File: src/rtl/rfsp_pkg.sv
package rfsp_pkg;

  localparam int unsigned WIN_W = 16;

  typedef enum logic [1:0] {
    SEG_BEFORE = 2'd0,
    SEG_RISE   = 2'd1,
    SEG_FALL   = 2'd2,
    SEG_AFTER  = 2'd3
  } seg_t;

  typedef enum logic [1:0] {
    REG_START = 2'd0,
    REG_RISE  = 2'd1,
    REG_FALL  = 2'd2,
    REG_PEAK  = 2'd3
  } reg_idx_t;

  typedef struct packed {
    seg_t             seg;
    logic [WIN_W-1:0] elapsed;
    logic [WIN_W-1:0] len;
  } item_t;

endpackage

File: src/rtl/rfsp_front.sv
module rfsp_front (
  input  logic                clk,
  input  logic                rst,
  input  logic                req_valid,
  output logic                req_ready,
  input  logic [31:0]         time_now,
  input  logic [31:0]         start_tick,
  input  logic [15:0]         rise_ticks,
  input  logic [15:0]         fall_ticks,
  output logic                push,
  output rfsp_pkg::item_t     item,
  input  logic                full
);
  import rfsp_pkg::*;

  logic        s1_valid;
  logic        s1_before;
  logic [31:0] s1_diff;
  logic [32:0] diff_next;
  logic [16:0] total;
  logic [31:0] past_rise;

  assign diff_next = {1'b0, time_now} - {1'b0, start_tick};
  assign req_ready = !s1_valid || !full;
  assign push      = s1_valid && !full;

  always_ff @(posedge clk) begin
    if (rst) begin
      s1_valid <= 1'b0;
    end else if (req_ready) begin
      s1_valid <= req_valid;
    end
  end

  always_ff @(posedge clk) begin
    if (req_ready && req_valid) begin
      s1_before <= diff_next[32];
      s1_diff   <= diff_next[31:0];
    end
  end

  assign total     = {1'b0, rise_ticks} + {1'b0, fall_ticks};
  assign past_rise = s1_diff - {16'b0, rise_ticks};

  always_comb begin
    item.seg     = SEG_AFTER;
    item.elapsed = '0;
    item.len     = rise_ticks;
    priority if (s1_before) begin
      item.seg = SEG_BEFORE;
    end else if (s1_diff < {16'b0, rise_ticks}) begin
      item.seg     = SEG_RISE;
      item.elapsed = s1_diff[WIN_W-1:0];
    end else if (s1_diff < {15'b0, total}) begin
      item.seg     = SEG_FALL;
      item.elapsed = past_rise[WIN_W-1:0];
      item.len     = fall_ticks;
    end else begin
      item.seg = SEG_AFTER;
    end
  end

endmodule

File: config.mk
export PLATFORM = sky130hd
export DESIGN_NAME = rfsp_front
export DESIGN_NICKNAME = d
export VERILOG_FILES = /design/src/rtl/rfsp_pkg.sv /design/src/rtl/rfsp_front.sv
export SDC_FILE = /design/constraint.sdc
export NUM_CORES = 1
export LEC_CHECK = 0
export BUFFER_PORTS_ARGS = -buffer_cell sky130_fd_sc_hd__buf_2
export CAP_MARGIN = 20
export CELL_PAD_IN_SITES_DETAIL_PLACEMENT = 0
export CELL_PAD_IN_SITES_GLOBAL_PLACEMENT = 1
export CORE_MARGIN = 5
export CORE_UTILIZATION = 35
export CTS_CLUSTER_DIAMETER = 50
export CTS_CLUSTER_SIZE = 20
export DETAILED_ROUTE_END_ITERATION = 16
export PLACE_DENSITY = 0.77
export SLEW_MARGIN = 15
export SYNTH_ARGS = -nofsm -noshare
export SYNTH_HDL_FRONTEND = slang
export SYNTH_SLANG_ARGS = --single-unit
File: constraint.sdc
create_clock -name clk -period 6.65 [get_ports clk]
set_clock_uncertainty 0.1 [all_clocks]
set_input_delay 1.33 -clock clk [delete_from_list [all_inputs] [get_ports clk]]
set_output_delay 1.33 -clock clk [all_outputs]
set_load 0.005 [all_outputs]
Word level (Yosys, flattened, before mapping). Cells that the tools add are included.

Div/mod/pow operators: 0. $add $sub $neg: 3. Reduce and logical (&&, ||, !) cells: 5. Multipliers: 0. Bitwise gates (word level): 0. Equal/unequal tests: 0. Mux-type cells: 6. $lt $le $gt $ge: 2. Shift-type cells: 0.

Operator list (count): 32-bit two-way mux (2); 32-bit by 32-bit subtractor with 33-bit output (1); 32-bit by 16-bit less-than comparator with 1-bit output (1); 32-bit by 17-bit less-than comparator with 1-bit output (1); 18-bit two-way mux (1); 16-bit by 16-bit adder with 17-bit output (1); 16-bit two-way mux (1); 16-bit subtractor (1); 1-bit logical AND (2); 1-bit logical NOT (2); 2-bit two-way mux (1); 1-bit logical OR (1); 1-bit two-way mux (1).

Flip-flop bits (word level): 34. Bits in latches: 0. Bits of input ports: 100. RAM bits: 0. Memory bits (read-only): 0. Memories kept: 0. Word-level logic and storage cells: 19. Output and inout port bits: 36.

Depth between registers and ports, before layout.
Depth after elaboration: 5. Depth in mapped cells: 19. Depth with buffers taken out: 17.

Worst setup path after synthesis. OpenSTA, ideal clock, no wires.

Path kind: input to output. From: input rise_ticks[0]. To: output item[10] (netlist bit). Required time: 5.220 ns. Arrival time: 4.549 ns. Cell stages on the path: 18. Buffers on the path: 2. Setup slack: 0.671 ns. Cells stage by stage: ha_1 > inv_1 > fa_1 > nor2b_1 > o21a_1 > o21ai_0 > a21oi_1 > a21oi_1 > and4b_1 > nor4_1 > ha_1 > nand2_1 > o21ai_0 > a211oi_4 > and3_4 > buf_6 > buf_6 > mux2_4.

RTL lines: start, declared (line rfsp_front.sv:8) `input logic [15:0] rise_ticks,`; end, declared (line rfsp_front.sv:11) `output rfsp_pkg::item_t item,`.

==> run summary <==
In the routed design, unresolved DRC markers number 0. The startpoint class of the critical path was an input port. The average instance area after synthesis was 8.068 sq um.

By count the netlist is led by 80 x sky130_fd_sc_hd__ha_1, 77 x sky130_fd_sc_hd__a21oi_1, 70 x sky130_fd_sc_hd__inv_1. For the pin with the worst max-slew slack, the measured transition is 0.6313 ns. The proportion of synthesized flip-flops having asynchronous set or reset came out at 0%.

The tools report the relative slew slack as 57.91%. The run gives 0 as the number of antenna violations at the first check in global routing. Together, buffers and inverters on the worst path number 4.

The antenna diode instance count came out at 0. The biggest area contributor in the post-synthesis netlist is sky130_fd_sc_hd__ha_1. For this run, the slowest stage of the critical path takes 0.41 ns. For this run, the top clock speed supported by timing is 156.4 MHz.

Once detail routing completed, the nets flagged for antenna violations numbered 0. For the number of rows in the core area, the log shows 44. The terminus of the critical flop-to-flop path was s1_diff[8]. The total power density per cell area is 159.4 nW/um^2, and the period utilization is 96.13%. Summed over all layers, the global routing overflow is 0. Summed over all layers, the routed wires come to 13,520 um. Number of vias per cell: 5.239.

Walking the worst path, the cells encountered are buf_2 > ha_1 > inv_1 > fa_1 > nor2b_1 > o21a_1 > o21ai_0 > a21oi_1 > a21oi_1 > and4b_1 > nor4_2 > ha_1 > nand2_1 > o21ai_0 > a211oi_4 > and3_4 > buf_4 > mux2_4 > buf_2. The startpoint identified for the worst register-to-register timing path is s1_valid. The capture endpoint of the worst hold path is s1_valid. The overall track demand over capacity in global routing is 15.02%, and the number of endpoints with negative hold slack in the final report is 0. After clock tree synthesis, the flow added hold-fix buffers numbering 0. The finished layout holds 970 standard cells, fillers aside. The first global-routing pass estimated 22,880 um of wire. The area share of the leading cell type in the synthesized netlist works out to 19.18%. The critical setup path kind was in2out. Power comes to 1.002 mW. After the first detailed-routing iteration, the DRC count stood at 168. The hold-critical path depth came out at 2. For the weighted congestion reported at the end of routability-driven placement, the log shows 0.8589. The routed design could run at a clock period as short as 6.393 ns.

The synthesized netlist contains 67 unique library cells. Dividing the detail-routed wire length by the instance count gives 13.94 um. The run gives 0 ns as the final-layout setup total negative slack. STA puts the critical path data required time at 5.22 ns. The total count of max-transition violations in the final report came out at 0.

Grouping stages by cell kind, the critical path spends the most delay in simple AND/OR/NAND/NOR gates. The highest ir drop seen on vdd was 0.08321 mV. Of all nets on the critical path, the largest fanout is 5. The initial utilization of the core area, before any placement, comes to 35.78%.

In this run the most critical hold path is launched from s1_valid. The most used flip-flop cell after synthesis is sky130_fd_sc_hd__edfxtp_1. Synthesis inferred 34 register bits.

The worst register-to-register path has a setup slack of 5.32 ns. The tightest hold path in the finished design has a slack of 0.4029 ns. In this run the count of I/O pins placed on the die edge is 136. The number of cells on the worst reg-to-reg path is 3.

TritonCTS built the clock tree. The logs give 19.37% for the register area share after synthesis and 5,082 for the count of vias placed by the detailed router. The pin count of the biggest net entering global routing is 34, and the clock network latency to the later pin of the worst-skew pair is 0.27 ns. Yosys printed 0 warnings. The setup violation total in the final timing report is 0, and the maximum level of the CTS H-tree is 2.

The run gives 4 as the detailed-routing iteration count for the pre-antenna-repair pass. The number of nets in the synthesized netlist came out at 830. The clock transition time at the flip-flop clock pins of the worst setup and hold paths was 0.05 ns; the gate count after technology mapping was 647. Clock tree synthesis inserted a total of 5 buffers. The number of violations of the max-capacitance limit is 0. The run finished with clean final reports. The area growth from synthesis to layout is 20.40%. The worst min-delay path class is reg2reg.

The number of global-route vias before repair was 5,079; the die boundary width was 132.1 um. For the area of the die, the log shows 17,460 sq um. Setup repair after global routing left no endpoint under its margin. The overall die height came out at 132.1 um.

The final HPWL from detailed placement is 11,470 um. The final layout net count was 968; the total leakage power was 3.027 nW. The tools report the library cell used as clock root buffer as sky130_fd_sc_hd__clkbuf_16. By area the synthesized netlist is led by sky130_fd_sc_hd__ha_1 19%, sky130_fd_sc_hd__edfxtp_1 19%, sky130_fd_sc_hd__a21oi_1 7.4%.

STA classifies the critical path endpoint as a primary output. Library cell contributing the largest single delay on the critical path: sky130_fd_sc_hd__fa_1. The number of buffers inserted by port buffering was 135. In the post-synthesis netlist, the cell with the most instances is sky130_fd_sc_hd__ha_1. The fraction of layout cells with a size suffix above 1 was 22.14%.

The maximum count of clock buffers along a single path is 2. After synthesis the cells add up to 5220 sq um. The tools report the placed cell count as 957.

The placeable core region is 14,590 sq um. The number of enable-type register cells in the synthesized netlist works out to 33. The tools report the signal arrival time at the worst endpoint as 4.96 ns. The clock net sink count came out at 34.
==> final cells by class <==
| type | instances | area [sq um] |
|---|---|---|
| Fill cell | 1496 | 8304 |
| Multi-Input combinational cell | 531 | 3891 |
| Sequential cell | 34 | 1011 |
| Timing Repair Buffer | 143 | 748.2 |
| Inverter | 70 | 262.8 |
| Tap cell | 184 | 230.2 |
| Clock buffer | 5 | 125.1 |
| Clock inverter | 3 | 16.27 |
==> cells in the final DEF (no fill, tap or decap), types with 4 or more instances in the layout <==
master,n
sky130_fd_sc_hd__nand4_1,11
sky130_fd_sc_hd__nor2_1,37
sky130_fd_sc_hd__o21a_1,8
sky130_fd_sc_hd__buf_4,7
sky130_fd_sc_hd__mux2_2,7
sky130_fd_sc_hd__a211oi_1,10
sky130_fd_sc_hd__ha_1,80
sky130_fd_sc_hd__edfxtp_1,33
sky130_fd_sc_hd__clkbuf_16,5
sky130_fd_sc_hd__o21bai_1,6
sky130_fd_sc_hd__a22oi_1,4
sky130_fd_sc_hd__nor2b_1,8
sky130_fd_sc_hd__or2_2,4
sky130_fd_sc_hd__nor4_1,5
sky130_fd_sc_hd__nor3_1,15
sky130_fd_sc_hd__a21o_1,22
sky130_fd_sc_hd__nand3_1,18
sky130_fd_sc_hd__mux2_4,8
sky130_fd_sc_hd__nand2b_1,10
sky130_fd_sc_hd__inv_1,70
sky130_fd_sc_hd__xor2_1,19
sky130_fd_sc_hd__o31ai_1,6
sky130_fd_sc_hd__and2_1,4
sky130_fd_sc_hd__buf_2,135
sky130_fd_sc_hd__o21ai_0,31
sky130_fd_sc_hd__a21oi_1,77
sky130_fd_sc_hd__xnor2_1,27
sky130_fd_sc_hd__o211ai_1,4
sky130_fd_sc_hd__nand2_1,54
==> metrics by stage <==
| step | setup WS [ns] | instance area [sq um] | util, % |
|---|---|---|---|
| 6_report | 0.2573 | 6285 | 43.08 |
| 3_3_place_gp | 0.3237 | 6087 | 41.72 |
| 5_1_grt | 0.02813 | 6285 | 43.08 |
| 3_5_place_dp | 0.2075 | 6087 | 41.72 |
| 2_1_floorplan | 0.6711 | 5220 | - |
| 4_1_cts | 0.1813 | 6228 | 42.69 |
==> worst register-to-register path, cell delays in order (launching register included) <==
cell and delay (ns):
sky130_fd_sc_hd__dfxtp_1 0.31, sky130_fd_sc_hd__nand2_1 0.07, sky130_fd_sc_hd__and2_1 0.13, sky130_fd_sc_hd__buf_4 0.36
==> worst max path at each step <==
| stage | depth (start not counted) | from | endpoint | slack (ns) |
|---|---|---|---|---|
| finish | 19 | rise_ticks[0] | item[15] | 0.26 |
| global route | 19 | rise_ticks[0] | item[11] | 0.03 |
| CTS | 18 | rise_ticks[0] | item[6] | 0.18 |
| detailed placement | 18 | rise_ticks[0] | item[6] | 0.21 |
| global placement | 18 | rise_ticks[0] | item[0] | 0.32 |
| floorplan | 18 | rise_ticks[0] | item[10] | 0.67 |
==> repair_timing <==
item | CTS | global route
resized for setup | 0 | 1
endpoints found under the setup margin | 0 | 15
endpoints found under the hold margin | 0 | 0
buffers inserted | 0 | 5
==> kinds of logic (layout without fill, tap and decap cells) <==
group                    count (synthesis)  count (layout)  share of synthesized area (%)
AO/OA/AOI/OAI                          198             198                          24.19
XOR/XNOR                                46              46                          7.718
adder cells (fa/ha/maj)                 83              83                          20.33
buffers and inverters                   82             221                          6.208
flip-flops                              34              34                          19.37
multiplexers                            18              18                          4.387
AND/OR/NAND/NOR                        186             186                          17.81
==> routing by layer <==
layer / up-vias / wire (um) / global-route usage (%)
li1: 2636 / - / -
met1: 2316 / 6330 / 20.26
met2: 121 / 6481 / 26.14
met3: 9 / 569 / 1.183
met4: 0 / 141 / 3.429
met5: - / 0 / 0
==> report_power, final <==
group	internal, mW	total, mW	switching [mW]
registers	0.276	0.299	0.0226
clock network	0.136	0.213	0.0772
logic	0.218	0.490	0.271
==> sequential cells by signal, indices dropped and copies added (netlist names) <==
signal	cells
s1_valid	1
s1_diff	32
s1_before	1
Note: power is estimated with default switching activity, not from simulation.
