[config.mk]
export PLATFORM = sky130hd
export DESIGN_NAME = rfsp_queue
export DESIGN_NICKNAME = d
export VERILOG_FILES = /design/src/rtl/rfsp_pkg.sv /design/src/rtl/rfsp_queue.sv
export SDC_FILE = /design/constraint.sdc
export NUM_CORES = 1
export LEC_CHECK = 0
export BUFFER_PORTS_ARGS = -buffer_cell sky130_fd_sc_hd__buf_2
export CAP_MARGIN = 20
export CELL_PAD_IN_SITES_DETAIL_PLACEMENT = 0
export CELL_PAD_IN_SITES_GLOBAL_PLACEMENT = 1
export CORE_ASPECT_RATIO = 0.5
export CORE_UTILIZATION = 43
export CTS_CLUSTER_SIZE = 20
export DETAILED_ROUTE_END_ITERATION = 16
export PLACE_DENSITY = 0.9
export SYNTH_ARGS = -nofsm -noshare
export SYNTH_HDL_FRONTEND = slang
export SYNTH_SLANG_ARGS = --single-unit
export TNS_END_PERCENT = 50
[constraint.sdc]
create_clock -name clk -period 2.9 [get_ports clk]
set_input_delay 0.58 -clock clk [delete_from_list [all_inputs] [get_ports clk]]
set_output_delay 0.58 -clock clk [all_outputs]
set_load 0.01 [all_outputs]
[src/rtl/rfsp_pkg.sv]
package rfsp_pkg;

  localparam int unsigned WIN_W = 16;

  typedef enum logic [1:0] {
    SEG_BEFORE = 2'd0,
    SEG_RISE   = 2'd1,
    SEG_FALL   = 2'd2,
    SEG_AFTER  = 2'd3
  } seg_t;

  typedef enum logic [1:0] {
    REG_START = 2'd0,
    REG_RISE  = 2'd1,
    REG_FALL  = 2'd2,
    REG_PEAK  = 2'd3
  } reg_idx_t;

  typedef struct packed {
    seg_t             seg;
    logic [WIN_W-1:0] elapsed;
    logic [WIN_W-1:0] len;
  } item_t;

endpackage

[src/rtl/rfsp_queue.sv]
module rfsp_queue (
  input  logic            clk,
  input  logic            rst,
  input  logic            push,
  input  rfsp_pkg::item_t push_item,
  output logic            full,
  output logic            valid,
  output rfsp_pkg::item_t head,
  input  logic            pop
);
  import rfsp_pkg::*;

  logic [1:0] count;
  logic       wptr;
  logic       rptr;
  item_t      mem [2];

  assign full  = (count == 2'd2);
  assign valid = (count != 2'd0);
  assign head  = mem[rptr];

  always_ff @(posedge clk) begin
    if (rst) begin
      count <= 2'd0;
      wptr  <= 1'b0;
      rptr  <= 1'b0;
    end else begin
      if (push) begin
        wptr <= !wptr;
      end
      if (pop) begin
        rptr <= !rptr;
      end
      unique case ({push, pop})
        2'b10:   count <= count + 2'd1;
        2'b01:   count <= count - 2'd1;
        default: count <= count;
      endcase
    end
  end

  always_ff @(posedge clk) begin
    if (push) begin
      mem[wptr] <= push_item;
    end
  end

endmodule

== Word level (Yosys, flattened, before mapping) ==
Memories as Yosys holds them, arrays and structs flattened. A register that Yosys moved wholly into a read port is not among the register bits.
Index checks and enable logic that the tools add are counted.

* Bitwise gates (word level): 0
* Equality and inequality tests: 3
* Shift operators: 0
* $add $sub $neg: 2
* $mul: 0
* Muxes and demuxes: 5
* Order comparisons: 0
* Reduce and logical (&&, ||, !) cells: 4
* Divide/modulo/power cells: 0

{| class="wikitable"
|+ Operator list
! kind !! count
|-
| 2-bit == test, second input constant || 2
|-
| 1-bit two-way mux || 4
|-
| 2-bit one-hot mux with 2 select lines || 1
|-
| 2-bit nonzero test || 2
|-
| 2-bit by 1-bit adder with 2-bit output, second input constant || 1
|-
| 2-bit by 1-bit == test with 1-bit output, second input constant || 1
|-
| 1-bit zero test || 2
|-
| 2-bit by 1-bit subtractor with 2-bit output, second input constant || 1
|}

* Bits in writable memories: 68
* Bits in read-only memories: 0
* Memories kept: 1
* Input bits: 38
* Latch bits: 0
* Bits in registers: 4

{| class="wikitable"
|+ Memories
! name !! words !! width !! rd ports !! clocked after Yosys merged registers in !! write ports !! line !! RTL
|-
| mem || 2 || 34 || 1 || 1 || 1 || rfsp_queue.sv:16 || <nowiki>item_t mem [2];</nowiki>
|}

== Longest topological paths before layout ==
Gate-level depths: netlist of run 1.

* Word-level depth: 3
* Mapped depth: 5
* Mapped depth without buffers: 5

== Least setup slack after synthesis of run 1 ==
OpenSTA, ideal clock, no wires.

* Kind: input to register
* From: input port push
* To: memory mem[0][0] in the netlist's numbering (enable)
* Path slack: 0.406 ns
* Stages on the path: 2
* Required time: 2.474 ns
* Data arrival time: 2.069 ns
* Buffers on the path: 0
* Cell sequence: inv_1 nor2_1

* Longest elaborated chain between the ends: 2

{| class="wikitable"
|+ Ends and longest elaborated chain
! what !! line !! RTL
|-
| start: declaration || rfsp_queue.sv:4 || <nowiki>input logic push,</nowiki>
|-
| 1-bit two-way mux || rfsp_queue.sv:43 || <nowiki>if (push) begin</nowiki>
|-
| 1-bit two-way mux (not written as such) || rfsp_queue.sv:44 || <nowiki>mem[wptr] <= push_item;</nowiki>
|-
| end: declaration || rfsp_queue.sv:16 ||
|}

No other way between the ends.

==> results of run 1 <==
-- per-layer routing --
metal	vias up	wire length [um]	track usage
li1	667	-	-
met3	5	146	0.04995
met1	686	1847	0.1587
met5	-	0	0
met4	0	31	0.05639
met2	31	2435	0.2787
-- cell type report --
class | instances | area share
Clock buffer | 10 | 0.06728
Clock inverter | 5 | 0.01397
Inverter | 1 | 0.001103
Multi-Input combinational cell | 50 | 0.1452
Sequential cell | 73 | 0.6294
Tap cell | 73 | 0.02684
Timing Repair Buffer | 77 | 0.1162
-- registers in the layout (all words and copies together), names as in the netlist, named ones only --
name,count
mem,68
count,2
rptr,1
wptr,1
-- final timing paths --
path | startpoint | end | cells after the start
hold / removal | push_item[12] | mem[1][12] | 1
setup / recovery | flip-flop | head[10] | 3
hold reg to reg | count[1] | count[1] | 2
setup reg to reg | wptr | mem[1][31] | 2
-- per-stage QoR --
step / instances / utilization / instance area [sq um]
final: 289 / 0.5965 / 3403
after global routing: 289 / 0.5965 / 3403
after CTS: 289 / 0.5965 / 3403
after detailed placement: 274 / 0.5480 / 3127
after global placement: 274 / 0.5480 / 3127
after floorplan: 128 / - / 2653
-- cell families after synthesis --
family / count (synthesis)
DFF: 73
and+or+nand+nor: 9
AOI/OAI and AO/OA: 2
adders and majority gates: 1
buffers and inverters: 5
muxes: 34
xor gates and xnor gates: 4
-- critical path: stages (launching register included) --
cell,delay [ns]
dfxtp_1,0.33
buf_4,0.28
mux2_2,0.38
buf_2,0.14
-- cells in the mapped netlist (all sizes together) --
cell type	number	area, sq um
xor2	1	8.760
and2	1	6.260
nor2	5	18.77
ha	1	12.51
inv	1	3.750
buf	4	20.02
xnor2	3	26.28
or2	1	6.260
or3	1	6.260
a21oi	1	5.000
dfxtp	5	100.1
and2b	1	8.760
edfxtp	68	2042
o21ai	1	5.000
mux2	34	382.9
-- power by group through the flow --
stage	Sequential (mW)	Clock, mW	Combinational, mW
final	1.25	1.01	0.258
after global routing	1.25	1.08	0.280
after CTS	1.25	1.05	0.264
after detailed placement	1.27	0	0.262
after global placement	1.26	0	0.256
after floorplan	1.26	0	0.152
==> reports/metrics.yaml, run 1 <==
run_status:
  status: "finished, final reports clean"
timing:
  rsz0062_at_grt: "false"
  fin_skew_ns: 0.003077
  finalHoldViolations: 0
  fmax_mhz: 494.3
  fin_hold_ws_ns: 0.4540
  slew_violations: 0
  fin_ws_ns: 0.8770
  worst_slew_pin_slew_ns: 0.4791
  setup_tns_ns: 0
  setup_viol: 0
  slew_headroom: 0.6806
  timing.final.crit_share: 0.6976
  fin_crit_ns: 2.023
global_routing:
  grt_pass1_wl_um: 7079
  grt_max_degree: 35
  overflow: 0
  grt_pass1_vias: 1508
  antenna_found_initial: 0
  grt_use_total: 0.1487
detailed_routing:
  drt_pass1_iterations: 4
  vias: 1389
  wire_per_inst_um: 15.43
  drt_iter0_markers: 43
  drc_errors: 0
  routed_wirelength_um: 4460
  vias_per_cell: 4.806
  ant_nets: 0
placed_design:
  io_buffers: 73
  gp_congestion: 0.6557
  dp_hpwl_um: 3044
  place_ws_ns: 1.205
clock_tree:
  post-cts-setup-buffer-count: 0
  worstSkewPairLatency_ns: 0.31
  tritoncts: "built"
  clockRootBuffer: "clkbuf_16"
  clock-sinks: 73
  ctsResizeCount: 0
  holdBufCountCts: 0
  clk_pin_slew_worst_paths_ns: 0.05
  cts_max_path_buffers: 2
  cts_buffers: 9
  htreeDepth: 3
yosys:
  synth_compound_area_frac: 0.003774
  synth_warnings: 0
  ys_seq_elements: 73
  synthSimpleGateAreaFrac: 0.01745
  synth_xor_area_frac: 0.01321
  muxShareOfSynthArea: 0.1443
  synth_seq_area_share: 0.8075
  synth_nets: 167
  postSynthCellCount: 128
  synth_cell_types: 15
  synthAdderAreaFrac: 0.004717
  synth.cell_area_sq_um: 2653
  synth_top_family_by_area: "multiplexers"
  syn_area_per_cell_sq_um: 20.72
pwr:
  leakage_nw: 1.304
  clkPwrFrac: 0.403
  power_mw: 2.519
  seqPwrFrac: 0.495
  net-switching-power_uw: 514.4
  combinationalPowerShare: 0.102
  vdd_drop_max_mv: 0.3793
  swShare: 0.2042
  p_int_mw: 2.004
  power.density_nw_per_um2: 740.1
final_layout:
  drive_above_1_share: 0.5833
  multi_input_area_sq_um: 494.2
  final_common_cell: "buf_2"
  fill_cells: 442
  area_delta_synth_final_pct: 28.30
  layout_common_cells: "buf_2, edfxtp_1, mux2_2, clkbuf_16, dfxtp_1"
  nets: 251
  seq_area_sq_um: 2142
  antennaDiodeCount: 0
floorplan:
  die_area_sq_um: 6506
  core_area_sq_um: 5705
  dieWidth_um: 113.1
  die_h_um: 57.54
  row_count: 19
  initial_core_util: 0.4649
  ioPinCount: 74
worst_setup_path:
  crit_path_end_kind: "output pin"
  cp.required_ns: 2.32
  crit_arrival_ns: 1.44
  criticalPathCategory: "reg2out"
  critPathLaunchType: "flip-flop"
  reg2reg_slack_ns: 1.60
  crit_fanout: 20
min_path:
  hold_class: "in2reg"
job:
  cap_violations: 0
(Power assumes the default switching activity.)
==> inputs of run 2 (changes only) <==
Settings changed: ABC_AREA set to 1, CORE_UTILIZATION 43 to 44, PLACE_DENSITY 0.9 to 0.91.
Clock period 2.9 ns to 2.1 ns, I/O delays scaled along.
==> reports/metrics.yaml, run 2 <==
yosys:
  synth-edff-count: 68  # unchanged
  postSynthCellCount: 139  # +8.6%
  synth_seq_area_share: 0.7558  # -0.05170
  synth_nets: 178  # +6.6%
  synth.cell_area_sq_um: 2834  # +6.8%
  synth_cell_types: 15  # unchanged
  synth_warnings: 0  # unchanged
  synth_ff_type: "edfxtp_1"
  ys_seq_elements: 73  # unchanged
  yosys.area.top_type: "edfxtp_1"
  synth.top_cell.area_share: 0.7205  # -0.04928
  yosys-top-cells-area: "edfxtp_1, mux2_4, dfxtp_1, buf_12, mux2_2"
  yosysMostFrequentCell: "edfxtp_1"
  async_reset_ff_frac: 0  # unchanged
  syn_area_per_cell_sq_um: 20.39  # -1.6%
  yosys-top-cells-count: "edfxtp_1, mux2_4, nor2_1, inv_1, nand2_1"
floorplan:
  initial_core_util: 0.4622  # -0.002667
  ioPinCount: 74  # unchanged
  die_area_sq_um: 6785  # +4.3%
  row_count: 20  # +1
  core_area_sq_um: 6131  # +7.5%
  die_h_um: 58.75  # +2.1%
  dieWidth_um: 115.5  # +2.1%
timing:
  fin_skew_ns: 0.003157  # +0.00008032 ns
  timing.final.crit_share: 0.9309
  finalHoldViolations: 0  # unchanged
  worst_slew_pin_slew_ns: 0.3913  # -0.08771 ns
  fin_hold_ws_ns: 0.2879  # -0.1661 ns
  slew_headroom: 0.7391  # +0.05847
  slew_violations: 0  # unchanged
  setup_viol: 0  # unchanged
  fin_crit_ns: 1.955
  setup_tns_ns: 0  # unchanged
  rsz0062_at_grt: "false"
  fmax_mhz: 511.5
final_layout:
  antennaDiodeCount: 0  # unchanged
  drive_above_1_share: 0.5463  # -0.03708
  area_delta_synth_final_pct: 25.43
  nets: 262  # +4.4%
  final_area_sq_um: 3555  # +4.4%
  top_regs: "mem (68), count (2)"
  final_common_cell: "buf_2"
  top_register: "mem"
  layout_common_cells: "buf_2, edfxtp_1, mux2_4, clkbuf_16, nor2_1"
  fin_cells: 315  # +9.0%
  largest_reg_flops: 68  # unchanged
pwr:
  leakage_nw: 1.442  # +11%
  vdd_drop_max_mv: 0.3443  # -9.2%
  swShare: 0.2084  # +0.004181
  power_mw: 3.359  # +33%
  p_int_mw: 2.659  # +33%
  net-switching-power_uw: 700.2  # +36%
  clkPwrFrac: 0.377  # -0.026
  combinationalPowerShare: 0.116  # +0.014
  power.density_nw_per_um2: 945.1  # +28%
  seqPwrFrac: 0.508  # +0.013
run_status:
  status: "finished, final reports clean"
detailed_routing:
  ant_nets: 0  # unchanged
  drt_pass1_iterations: 4  # unchanged
  vias: 1430  # +3.0%
  routed_wirelength_um: 4446  # -0.31%
  drc_errors: 0  # unchanged
  drt_iter0_markers: 62  # +44%
  vias_per_cell: 4.540  # -5.5%
  wire_per_inst_um: 14.11  # -8.5%
global_routing:
  overflow: 0  # unchanged
  antenna_found_initial: 0  # unchanged
  grt_pass1_wl_um: 6748  # -4.7%
  grt_use_total: 0.1384  # -0.01027
  grt_max_degree: 29  # -17%
  grt_pass1_vias: 1439  # -4.6%
min_path:
  min_from: "push_item[12]"
  hold_class: "in2reg"
worst_setup_path:
  crit_arrival_ns: 1.53  # +0.09 ns
  cp.required_ns: 1.68  # -0.64 ns
  criticalPathCategory: "reg2out"
  r2r-start: "wptr"
  crit_fanout: 21  # +5.0%
  crit_path_end_kind: "output pin"
  critPathLaunchType: "flip-flop"
clock_tree:
  clockRootBuffer: "clkbuf_16"
  cts_max_path_buffers: 2  # unchanged
  cts_buffers: 9  # unchanged
  tritoncts: "built"
  post-cts-setup-buffer-count: 0  # unchanged
  worstSkewPairLatency_ns: 0.32  # about the same
  ctsResizeCount: 0  # unchanged
  clk_pin_slew_worst_paths_ns: 0.05  # about the same
  holdBufCountCts: 0  # unchanged
  htreeDepth: 3  # unchanged
  clock-sinks: 73  # unchanged
placed_design:
  dp_hpwl_um: 3118  # +2.4%
  placed_cell_area_sq_um: 3302  # +5.6%
  gp_congestion: 0.6662  # +1.6%
  io_buffers: 73  # unchanged
  dp.cells: 300  # +9.5%
job:
  cap_violations: 0  # unchanged
[run 2: cell count changes in the layout (fill, tap and decap cells not counted), sizes merged, moves of 2 or more]
cell,before,now
nor2,5,9
xnor2,3,1
nand2,0,6
inv,1,7
[run 2: area by class of cell]
class	instances	area (sq um)
Timing Repair Buffer	77	420.4
Sequential cell	73	2143
Inverter	7	26.28
Fill cell	446	2576
Clock buffer	10	229.0
Clock inverter	5	23.77
Multi-Input combinational cell	55	601.8
Tap cell	88	110.1
[run 2: path summary, 6_finish.rpt]
kind              cells after the start         end  slack, ns
setup / recovery                      3    head[22]       0.15
hold / removal                        1  mem[1][12]       0.29
setup reg to reg                      3  mem[1][14]       0.76
hold reg to reg                       2    count[1]       0.54
[run 2: through the flow]
| stage | util | setup slack, ns |
|---|---|---|
| after floorplan | - | 0.3456 |
| after global placement | 0.5386 | 0.5135 |
| after detailed placement | 0.5386 | 0.4908 |
| after CTS | 0.5798 | 0.1299 |
| after global routing | 0.5798 | 0.07534 |
| final | 0.5798 | 0.1451 |
[run 2: worst max-delay path, stage by stage, from the launching register on]
cell and delay [ns]:
dfxtp_2 0.32, buf_4 0.35, mux2_2 0.40, buf_2 0.14
[run 2: metal layers]
layer	vias up	wire length (um)	global-route usage
li1	689	-	-
met1	698	1655	0.1402
met2	35	2540	0.2618
met3	8	195	0.05664
met4	0	55	0.04824
met5	-	0	0
[run 2: cell families (layout without fill, tap and decap cells)]
| group | Yosys count | count (layout) | share of synthesized area |
|---|---|---|---|
| compound gates | 2 | 2 | 0.003529 |
| simple gates | 17 | 17 | 0.02384 |
| mux | 34 | 34 | 0.1748 |
| fa+ha+maj | 1 | 1 | 0.004414 |
| buf+inv | 11 | 99 | 0.03444 |
| xor+xnor | 1 | 1 | 0.003091 |
| flops | 73 | 73 | 0.7559 |
[run 2: power groups by stage]
stage / Combinational (mW) / Clock (mW) / Sequential (mW)
after floorplan: 0.264 / 0 / 1.73
after global placement: 0.379 / 0 / 1.73
after detailed placement: 0.392 / 0 / 1.74
after CTS: 0.395 / 1.29 / 1.71
after global routing: 0.417 / 1.36 / 1.71
final: 0.388 / 1.27 / 1.71
==> inputs of run 3 (changes only) <==
Settings changed: CORE_UTILIZATION 44 to 47, PLACE_DENSITY 0.91 to 0.95.
Clock period 2.1 ns to 2.4 ns, I/O delays scaled along.
==> reports/metrics.yaml, run 3 (synthesis results as in run 2) <==
pwr:
  power.density_nw_per_um2: 895.4  # -5.3%
  vdd_drop_max_mv: 0.4809  # +40%
  leakage_nw: 1.464  # +1.5%
  power_mw: 3.211  # -4.4%
run_status:
  violations: "design-rule violations"
  status: "finished with violations"
job:
  cap_violations: 0  # unchanged
clock_tree:
  clockRootBuffer: "clkbuf_16"
  clock-sinks: 73  # unchanged
  post-cts-setup-buffer-count: 0  # unchanged
  ctsResizeCount: 0  # unchanged
  cts_buffers: 9  # unchanged
  clk_pin_slew_worst_paths_ns: 0.05  # about the same
  cts_max_path_buffers: 2  # unchanged
  htreeDepth: 3  # unchanged
  worstSkewPairLatency_ns: 0.32  # about the same
  holdBufCountCts: 0  # unchanged
  tritoncts: "built"
detailed_routing:
  drc_errors: 2  # +2
  drt_pass1_iterations: 10  # +6
  wire_per_inst_um: 15.14  # +7.3%
  routed_wirelength_um: 4543  # +2.2%
  wl_met2_um: 2545  # +0.20%
  wl_met1_um: 1752  # +5.9%
  wl_met3_um: 190  # -2.6%
  drt_iter0_markers: 42  # -32%
  top_layer_used: "met4"
  vias: 1439  # +0.63%
  ant_nets: 0  # unchanged
  vias_per_cell: 4.797  # +5.7%
global_routing:
  grt_use_total: 0.1548  # +0.01630
  antenna_found_initial: 0  # unchanged
  grt_max_degree: 35  # +21%
  grt_pass1_vias: 1575  # +9.5%
  overflow: 0  # unchanged
  grt_pass1_wl_um: 7245  # +7.4%
placed_design:
  gp_congestion: 0.7309  # +9.7%
  dp_hpwl_um: 3100  # -0.57%
  io_buffers: 73  # unchanged
  dp.cells: 284  # -5.3%
  place_ws_ns: 0.8286  # +0.3377 ns
  placed_cell_area_sq_um: 3263  # -1.2%
final_layout:
  multi_input_area_sq_um: 601.8  # unchanged
  final_area_sq_um: 3586  # +0.88%
  top_regs: "mem (68), count (2)"
  final_util: 0.6365  # +0.05667
  final_common_cell: "buf_2"
  fill_cells: 392  # -12%
  nets: 261  # -0.38%
  area_delta_synth_final_pct: 26.53
  fin_cells: 300  # -4.8%
  layout_common_cells: "buf_2, edfxtp_1, mux2_4, clkbuf_16, nor2_1"
  largest_reg_flops: 68  # unchanged
  antennaDiodeCount: 0  # unchanged
  seq_area_sq_um: 2143  # unchanged
  top_register: "mem"
  drive_above_1_share: 0.5595  # +0.01322
worst_setup_path:
  slowest_stage: "mux2_2"
  crit_fanout: 34  # +62%
  crit_path_end_kind: "output pin"
  path_cells: "buf_12, mux2_2, buf_2"
  reg2reg_to: "mem[1][22]"
  r2r-start: "wptr"
  reg2reg_slack_ns: 1.08  # +0.32 ns
  cp.required_ns: 1.92  # +0.24 ns
  critPathLaunchType: "flip-flop"
  r2r_cells: 3  # unchanged
  crit_arrival_ns: 1.42  # -0.11 ns
  criticalPathCategory: "reg2out"
  max_stage_delay_ns: 0.37  # -0.03 ns
floorplan:
  row_count: 19  # -5.0%
  die_area_sq_um: 6363  # -6.2%
  die_h_um: 56.91  # -3.1%
  initial_core_util: 0.5030  # +0.04075
  ioPinCount: 74  # unchanged
  dieWidth_um: 111.8  # -3.2%
  core_area_sq_um: 5634  # -8.1%
timing:
  rsz0062_at_grt: "false"
  fmax_mhz: 526.1
  slew_violations: 0  # unchanged
  setup_tns_ns: 0  # unchanged
  slew_headroom: 0.6944  # -0.04467
  fin_hold_ws_ns: 0.3520  # +0.06412 ns
  fin_skew_ns: 0.003495  # +0.0003380 ns
  setup_viol: 0  # unchanged
  fin_ws_ns: 0.4992  # +0.3541 ns
  finalHoldViolations: 0  # unchanged
  timing.final.crit_share: 0.7920
  fin_crit_ns: 1.901
  worst_slew_pin_slew_ns: 0.4584  # +0.06701 ns
min_path:
  min_from: "push_item[31]"
  holdPathStages: 1  # unchanged
  hold_class: "in2reg"
  whs_endpoint: "mem[1][31]"
[run 3: worst max-delay path by stage]
stage	slack [ns]	cells after the start	end	start
4_1_cts	0.48	3	head[22]	flip-flop
3_3_place_gp	0.84	3	head[27]	flip-flop
2_1_floorplan	0.006	2	mem[0][0]	push
3_5_place_dp	0.83	3	head[22]	flip-flop
5_1_grt	0.44	3	head[22]	flip-flop
6_report	0.50	3	head[22]	flip-flop
[run 3: report_power, final]
group	switching [mW]	internal, mW
clock	0.447	0.935
sequential	0.0223	1.47
combinational	0.162	0.173
[run 3: area by class of cell]
class,instances,area share
Sequential cell,73,0.5977
Multi-Input combinational cell,55,0.1678
Timing Repair Buffer,76,0.1117
Clock buffer,11,0.06769
Tap cell,73,0.02547
Clock inverter,5,0.02233
Inverter,7,0.007327
[run 3: worst max-delay path, delay by kind of cell (launching register included)]
family / cells / cell delay (ns)
buffers and inverters: 2 / 0.39
DFF: 1 / 0.33
muxes: 1 / 0.37
[run 3: metal layers]
layer,up-vias,GRT usage
li1,689,-
met2,28,0.3026
met4,0,0.06371
met1,715,0.1538
met3,7,0.04968
met5,-,0
